$ cat src/hw/rtl/sxc_pkg.sv
// Shared widths, coefficient sources and gamma tables of the sRGB/XYZ converter.
`default_nettype none

package sxc_pkg;

  localparam int RGB_W       = 8;
  localparam int XYZ_W       = 14;
  localparam int Q24_W       = 25;
  localparam int Q24_FRAC    = 24;
  localparam int NUM_CH      = 3;
  localparam int NUM_COEF    = 9;
  localparam int FWD_DEPTH   = 5;
  localparam int INV_DEPTH   = 5;
  localparam int GAMMA_DEPTH = RGB_W;
  localparam int TAB_SIZE    = 256;

  localparam int unsigned XYZ_MAX   = 16383;
  localparam int unsigned XYZ_SCALE = 10000;

  localparam longint Q24_ONE  = longint'(1) <<< Q24_FRAC;
  localparam longint Q24_HALF = longint'(1) <<< (Q24_FRAC - 1);

  typedef logic [Q24_W-1:0] q24_t;
  typedef q24_t q24_tab_t [TAB_SIZE];
  typedef longint micro_tab_t [NUM_COEF];

  // Matrix entries in millionths, row major.
  localparam micro_tab_t FWD_MICRO = '{
    412453, 357580, 180423,
    212671, 715160, 72169,
    19334, 119193, 950227
  };
  localparam micro_tab_t INV_MICRO = '{
    3240600, -1537200, -498600,
    -968900, 1875800, 41500,
    55700, -204000, 1057000
  };

  // Rounds a matrix entry to frac fraction bits, halves away from zero.
  function automatic longint quant_coef(input longint micro, input int frac);
    longint mag;
    longint q;
    mag = (micro < 0) ? -micro : micro;
    q = ((mag <<< frac) + 500000) / 1000000;
    return (micro < 0) ? -q : q;
  endfunction

  function automatic longint pow5_q24(input longint r);
    longint p;
    int k;
    p = r;
    for (k = 0; k < 4; k++) begin
      p = (p * r) >>> Q24_FRAC;
    end
    return p;
  endfunction

  // Power branch of the decode: t^2.4 as (t^2) * fifth_root(t^2).
  function automatic longint pow_tail(input longint t);
    longint s;
    longint lo;
    longint hi;
    longint mid;
    s = (t * t + Q24_HALF) >>> Q24_FRAC;
    lo = 0;
    hi = Q24_ONE;
    while (lo < hi) begin
      mid = lo + ((hi - lo + 1) >>> 1);
      if (pow5_q24(mid) <= s) begin
        lo = mid;
      end else begin
        hi = mid - 1;
      end
    end
    return (s * lo + Q24_HALF) >>> Q24_FRAC;
  endfunction

  // Linear light of code c, that is the decode of c/255.
  function automatic q24_tab_t build_lin();
    q24_tab_t tab;
    longint   n;
    longint   v;
    int       c;
    tab[0] = '0;
    for (c = 1; c < TAB_SIZE; c++) begin
      n = longint'(c);
      if (100000 * n < 4045 * 255) begin
        v = (100 * n * Q24_ONE + 164730) / 329460;
      end else begin
        v = pow_tail(((1000 * n + 14025) * Q24_ONE + 134512) / 269025);
      end
      tab[c] = q24_t'(v);
    end
    return tab;
  endfunction

  // Decision thresholds: the decode of (2c-1)/510, the midpoint below code c.
  function automatic q24_tab_t build_thr();
    q24_tab_t tab;
    longint   n;
    longint   v;
    int       c;
    tab[0] = '0;
    for (c = 1; c < TAB_SIZE; c++) begin
      n = 2 * longint'(c) - 1;
      if (100000 * n < 4045 * 510) begin
        v = (100 * n * Q24_ONE + 329460) / 658920;
      end else begin
        v = pow_tail(((1000 * n + 28050) * Q24_ONE + 269025) / 538050);
      end
      tab[c] = q24_t'(v);
    end
    return tab;
  endfunction

  localparam q24_tab_t LIN_TAB = build_lin();
  localparam q24_tab_t THR_TAB = build_thr();

endpackage

`default_nettype wire

$ cat src/hw/rtl/sxc_inv.sv
// XYZ to linear RGB pipeline: inverse matrix, rounding division, clip detection.
`default_nettype none

module sxc_inv import sxc_pkg::*; #(
  parameter int COEF_FRAC_BITS    = 16,
  parameter int LINEAR_INDEX_BITS = 12
) (
  input  logic                         clk_i,
  input  logic [INV_DEPTH-1:0]         en_i,
  input  logic [XYZ_W-1:0]             x_i,
  input  logic [XYZ_W-1:0]             y_i,
  input  logic [XYZ_W-1:0]             z_i,
  output logic [LINEAR_INDEX_BITS:0]   q_o [NUM_CH],
  output logic [NUM_CH-1:0]            zero_o,
  output logic                         clip_o
);

  localparam int L   = LINEAR_INDEX_BITS;
  localparam int CW  = COEF_FRAC_BITS + 3;
  localparam int PW  = CW + XYZ_W + 1;
  localparam int SW  = PW + 2;
  localparam int MW  = SW + L;
  localparam int UW  = L + 14;
  localparam int QW  = L + 1;
  localparam int RCW = L + 1;
  // floor(m / 10000) is taken as (m * RECIP) >> UW, then corrected by one.
  localparam longint RECIP  = (longint'(1) <<< UW) / XYZ_SCALE;
  localparam longint MU_TOP = longint'(XYZ_SCALE) <<< L;
  localparam longint LIM_HI = MU_TOP + longint'(XYZ_SCALE);
  localparam longint HALF_D = longint'(XYZ_SCALE) / 2;

  logic signed [CW-1:0]   coef  [NUM_COEF];
  logic        [XYZ_W-1:0] xyz  [NUM_CH];
  logic signed [PW-1:0]   p_q   [NUM_COEF];
  logic signed [SW-1:0]   s_q   [NUM_CH];
  logic signed [MW-1:0]   m     [NUM_CH];
  logic        [UW-1:0]   mu_q  [NUM_CH];
  logic        [UW-1:0]   mu2_q [NUM_CH];
  logic        [QW-1:0]   q0_q  [NUM_CH];
  logic        [UW-1:0]   rem   [NUM_CH];
  logic        [QW-1:0]   q_q   [NUM_CH];
  logic [NUM_CH-1:0]      zero2_q, zero3_q, zero4_q;
  logic [NUM_CH-1:0]      under, over;
  logic                   clip2_q, clip3_q, clip4_q;

  for (genvar j = 0; j < NUM_COEF; j++) begin : g_coef
    localparam longint CVAL = quant_coef(INV_MICRO[j], COEF_FRAC_BITS);
    assign coef[j] = CW'(CVAL);
  end

  assign xyz[0] = x_i;
  assign xyz[1] = y_i;
  assign xyz[2] = z_i;

  always_comb begin
    for (int r = 0; r < NUM_CH; r++) begin
      // floor(s * 2^L / 2^F) plus half the divisor's integer part.
      m[r]     = ((MW'(s_q[r]) <<< L) >>> COEF_FRAC_BITS) + MW'(HALF_D);
      under[r] = m[r] < 0;
      over[r]  = m[r] >= MW'(LIM_HI);
      rem[r]   = mu2_q[r] - UW'(UW'(q0_q[r]) * UW'(XYZ_SCALE));
    end
  end

  always_ff @(posedge clk_i) begin
    for (int r = 0; r < NUM_CH; r++) begin
      for (int k = 0; k < NUM_CH; k++) begin
        if (en_i[0]) begin
          p_q[NUM_CH*r+k] <= PW'(coef[NUM_CH*r+k]) * PW'(signed'({1'b0, xyz[k]}));
        end
      end
      if (en_i[1]) begin
        s_q[r] <= SW'(p_q[NUM_CH*r]) + SW'(p_q[NUM_CH*r+1]) + SW'(p_q[NUM_CH*r+2]);
      end
      if (en_i[2]) begin
        if (over[r]) begin
          mu_q[r] <= UW'(MU_TOP);
        end else if (under[r]) begin
          mu_q[r] <= '0;
        end else begin
          mu_q[r] <= UW'(m[r]);
        end
      end
      if (en_i[3]) begin
        q0_q[r]  <= QW'((UW'(0) + (UW+RCW)'(mu_q[r]) * (UW+RCW)'(RECIP)) >> UW);
        mu2_q[r] <= mu_q[r];
      end
      if (en_i[4]) begin
        q_q[r] <= q0_q[r] + QW'(rem[r] >= UW'(XYZ_SCALE));
      end
    end
    if (en_i[2]) begin
      zero2_q <= under;
      clip2_q <= |(under | over);
    end
    if (en_i[3]) begin
      zero3_q <= zero2_q;
      clip3_q <= clip2_q;
    end
    if (en_i[4]) begin
      zero4_q <= zero3_q;
      clip4_q <= clip3_q;
    end
  end

  assign q_o    = q_q;
  assign zero_o = zero4_q;
  assign clip_o = clip4_q;

endmodule

`default_nettype wire

$ cat config.mk
export PLATFORM = sky130hd
export DESIGN_NAME = sxc_inv
export DESIGN_NICKNAME = d
export VERILOG_FILES = /design/src/hw/rtl/sxc_pkg.sv /design/src/hw/rtl/sxc_inv.sv
export SDC_FILE = /design/constraint.sdc
export NUM_CORES = 2
export LEC_CHECK = 0
export ABC_AREA = 1
export BUFFER_PORTS_ARGS = -buffer_cell sky130_fd_sc_hd__buf_2
export CAP_MARGIN = 30
export CORE_MARGIN = 1.5
export CORE_UTILIZATION = 40
export CTS_BUF_LIST = sky130_fd_sc_hd__clkbuf_4 sky130_fd_sc_hd__clkbuf_8
export CTS_CLUSTER_DIAMETER = 30
export DETAILED_ROUTE_END_ITERATION = 10
export HOLD_SLACK_MARGIN = 0.06
export SYNTH_ARGS = -nofsm -noshare
export SYNTH_HDL_FRONTEND = slang
export SYNTH_SLANG_ARGS = --single-unit
$ cat constraint.sdc
create_clock -name clk_i -period 8.3 [get_ports clk_i]
set_clock_uncertainty 0.2 [all_clocks]
set_input_delay 1.66 -clock clk_i [delete_from_list [all_inputs] [get_ports clk_i]]
set_output_delay 1.66 -clock clk_i [all_outputs]
set_load 0.01 [all_outputs]
* Yosys cells after proc, flatten, opt, wreduce, memory -nomap -nowiden
Memories as Yosys holds them, arrays and structs flattened.
Index checks and enable logic that the tools add are counted.
** Word-level totals
- Bits in registers :: 51
- Memory bits (writable) :: 609
- Input bits :: 48
- Output and inout port bits :: 43
- Logic and storage cells :: 106
- Memories kept :: 5
** Memories
- p_q :: words 9, width 34, read ports 9, clocked after Yosys merged registers in 0, wr ports 9, RTL line sxc_inv.sv:34 : logic signed [PW-1:0] p_q [NUM_COEF];
- s_q :: words 3, width 36, read ports 3, clocked after Yosys merged registers in 0, wr ports 3, RTL line sxc_inv.sv:35 : logic signed [SW-1:0] s_q [NUM_CH];
- mu2_q :: words 3, width 26, read ports 3, clocked after Yosys merged registers in 0, wr ports 3, RTL line sxc_inv.sv:38 : logic [UW-1:0] mu2_q [NUM_CH];
- mu_q :: words 3, width 26, read ports 3, clocked after Yosys merged registers in 0, wr ports 3, RTL line sxc_inv.sv:37 : logic [UW-1:0] mu_q [NUM_CH];
- q0_q :: words 3, width 13, read ports 3, clocked after Yosys merged registers in 0, wr ports 3, RTL line sxc_inv.sv:39 : logic [QW-1:0] q0_q [NUM_CH];
** Operators by class
- $add $sub $neg :: 15
- Multiply operators :: 15
- $lt $le $gt $ge :: 9
- Muxes and demuxes :: 45
- Bitwise gates (word level) :: 7
- Reduce and logical (&&, ||, !) cells :: 1
** Operators with widths (count)
- $mux 26 :: 6
- $mul 26x12->38 const B :: 3
- $add 35x34->36 :: 3
- $add 34x34->35 :: 3
- $add 32x14->33 const B :: 3
- $ge 33x27->1 const B :: 3
- $lt 33x1->1 const B :: 3
- $ge 26x14->1 const B :: 3
- $sub 26x26->26 :: 3
- $mul 13x10->22 const B :: 3
- $mul 15x14->29 const A :: 2
- $add 13x1->13 :: 3
- $mux 1 :: 39
- $mul 17x15->32 const A :: 1
- $mul 16x15->31 const A :: 1
- $mul 15x15->30 const A :: 1
- $mul 14x15->29 const A :: 1
- $mul 14x14->28 const A :: 1
- $mul 11x14->25 const A :: 1
- $mul 7x14->21 const A :: 1
- $or 1x1->1 :: 6
- $or 3x3->3 :: 1
- $reduce_or 3->1 :: 1

* Logic depth before layout (Yosys ltp)
An unclocked memory read counts as a cell.
- Depth after elaboration :: 9
- Mapped depth :: 40
- Mapped depth without buffers :: 40

* Worst setup path before layout
Ideal clock, no wire load.
- Path kind :: input to register
- From :: input port y_i[0]
- To :: memory p_q[0][64] (netlist bit) (data pin)
- Library setup time :: 0.260 ns
- Arrival time :: 6.751 ns
- Data required time :: 7.840 ns
- Path slack :: 1.090 ns
- Stages on the path :: 20
- Buffers on the path :: 0
- Cells stage by stage :: fa_1 fa_1 inv_1 fa_1 fa_1 inv_1 fa_1 inv_1 fa_1 inv_1 ha_1 nand2_1 nor4_1 nand2_1 o211ai_1 nand2_1 nand2_1 nand3_1 nand2_1 xor2_1
** RTL lines
- from (decl) :: RTL line sxc_inv.sv:11 : input logic [XYZ_W-1:0] y_i,
- to (decl) :: RTL line sxc_inv.sv:34

==> flow_summary.toml <==
[place]
gp_congestion = 0.989
io_buffers = 90
placed_cell_area_mm2 = 0.0894
pre_cts_ws_ps = 298
hpwl_mm = 203

[die]
die_y_um = 464
dieArea_mm2 = 0.215
die_w_um = 464
io_pins = 91
num_rows = 169
start_util_pct = 40.2
coreArea_mm2 = 0.212

[synthesis]
yosysSeqAreaShare_pct = 20.2
syn_nets = 11800
synth_most_common_cell = "inv_1"
ys_ff_latch = 573
synth_common_cells = "2174 x inv_1, 1505 x ha_1, 1206 x nand2_1"
postSynth.asyncResetShare_pct = 0
yosysWarnings = 0
synth_top_area_share_pct = 24.3
synthTopCellsByArea = "fa_1 24%, ha_1 22%, edfxtp_1 20%"
synth_edf_count = 573
synth_area_per_cell_um2 = 9.26
ys_types = 57
yosys_most_used_dff = "edfxtp_1"
syn_area_mm2 = 0.0851
syn_inst = 9185
synth_top_cell_by_area = "fa_1"

[worst_setup_path]
r2r_cells = 34
crit_path_start_kind = "flip-flop"
rr_startpoint = "q0_q[0][6]"
path_class = "flip-flop to flip-flop"
r2r_slack_ps = 730
crit_top_cell = "inv_1"
cpMaxStageDelayCell = "fa_1"
critPathRequiredTime_ps = 8670
endpoint_kind = "flip-flop"
critPathMaxFanout = 6
r2r-end = "q_o[38]"
cp.arrival_ps = 7950
slowest_delay_ps = 530

[layout]
fill_cells = 20600
finalInstanceArea_mm2 = 0.0925
area_growth_pct = 8.74
final_nets = 12000
multiInputGateArea_mm2 = 0.0596
layout-drive-gt1-share_pct = 4.54
register_area_mm2 = 0.0172

[min_path]
min_from = "zero3_q[0]"
worstHoldEndpoint = "zero_o[0]"
hold_class = "flip-flop to flip-flop"
min_path_cells = 0

[drt]
drt_first_pass_iters = 8
num_vias = 61600
drt-met1-wl_mm = 106
first_iter_violations = 3732
wire_per_inst_um = 18.7
final_antenna_net_count = 0
dr_wl_met2_mm = 107
highest_layer = "met5"
drc = 0
wl_met3_mm = 9.72
routed_via_density = 4.97
wirelength_mm = 232

[clock_tree]
cts_htree_levels = 4
cts_post_setup_buffers_inserted = 0
cts_sinks = 573
clk_pin_slew_ps = 60
cts_resized = 0
clock_path_buffers = 3
cts_buffers = 141
clk_latency_ps = 850
hold_buffers = 0
cts_root_buf = "clkbuf_8"
cts_tree = "yes"

[job]
cap_violations = 0

[sta]
maxSlewViolCount = 0
fin_crit_sh_pct = 91.2
max_freq_mhz = 132
setup_ws_ps = 729
setup_tns_ps = 0
finalHoldViolCount = 0
rsz0062_at_grt = "no"
setup-violations-final = 0
fin_crit_ps = 7570
worstMarginPinSlew_ps = 1010
slew_headroom_pct = 32.2

[grt]
overflow = 0
grt_use_total_pct = 21.8
antenna_found_initial = 15
grt_max_degree = 151
grt_pass1_wl_mm = 364
grt_pass1_vias = 64500

[status]
status = "finished, final reports clean"
==> kinds of logic after synthesis <==
group | share of synthesized area [%]
xor+xnor | 5.17
buf+inv | 9.75
compound gates | 7.19
flops | 20.2
simple gates | 11.2
fa+ha+maj | 46.4
==> layer usage <==
metal	global-route usage, %	vias up
met1	29.3	29800
met4	7.66	2
met5	0	-
li1	-	30200
met2	35.9	1312
met3	2.63	304
==> critical path, delay by kind of cell, from the launching register on <==
| family | cells | cell delay, ps |
|---|---|---|
| fa+ha+maj | 9 | 3310 |
| simple gates | 8 | 1270 |
| compound gates | 6 | 940 |
| buf+inv | 8 | 610 |
| flops | 1 | 500 |
| xor+xnor | 3 | 470 |
==> cell usage in the layout, fill, tap and decap left out, types with 105 or more instances in the layout <==
cell	Yosys	final
o21ai_0	296	296
a21oi_1	565	565
ha_1	1505	1505
fa_1	1031	1031
nor2_1	516	516
nand3_1	261	261
nand4_1	105	105
xnor2_1	162	162
xor2_1	340	340
nand2_1	1206	1206
inv_1	2174	2174
clkbuf_8	0	144
edfxtp_1	573	573
==> worst max-delay path by stage <==
| stage | from | to | slack [ps] | cells after the start |
|---|---|---|---|---|
| 2_1_floorplan | y_i[0] | p_q[0][64] | 1090 | 20 |
| 3_3_place_gp | x_i[2] | p_q[0][129] | 340 | 19 |
| 3_5_place_dp | x_i[2] | p_q[0][129] | 300 | 19 |
| 4_1_cts | q0_q[0][6] | q_o[38] | 790 | 34 |
| 5_1_grt | q0_q[0][5] | q_o[38] | 290 | 34 |
| 6_report | q0_q[0][6] | q_o[38] | 730 | 34 |
==> sequential cells by signal (all words and copies together), names as in the netlist <==
| signal | count |
|---|---|
| p_q | 243 |
| clip_o | 1 |
| zero_o | 3 |
| zero2_q | 3 |
| q0_q | 39 |
| clip2_q | 1 |
| mu2_q | 66 |
| mu_q | 78 |
| q_o | 39 |
| zero3_q | 3 |
| s_q | 96 |
| clip3_q | 1 |
==> layout make-up <==
| type | count | area share, % |
|---|---|---|
| inverters | 2184 | 8.86 |
| clock inverters | 99 | 1.06 |
| repair buffers | 150 | 1.01 |
| well taps | 2821 | 3.82 |
| diodes | 4 | 0.0108 |
| clock buffers | 157 | 2.25 |
| multi-input cells | 6412 | 64.4 |
| flip-flops and latches | 573 | 18.6 |
==> stage by stage <==
stage	util [%]	hold WS, ps	instances
6_report	43.7	209	12400
3_5_place_dp	42.2	207	12100
4_1_cts	43.7	213	12400
3_3_place_gp	42.2	202	12100
2_1_floorplan	-	200	9185
5_1_grt	43.7	215	12400
Power is left out: the tool's default activity adds up to more than one toggle a clock period on the data nets, which glitch-free logic cannot reach.
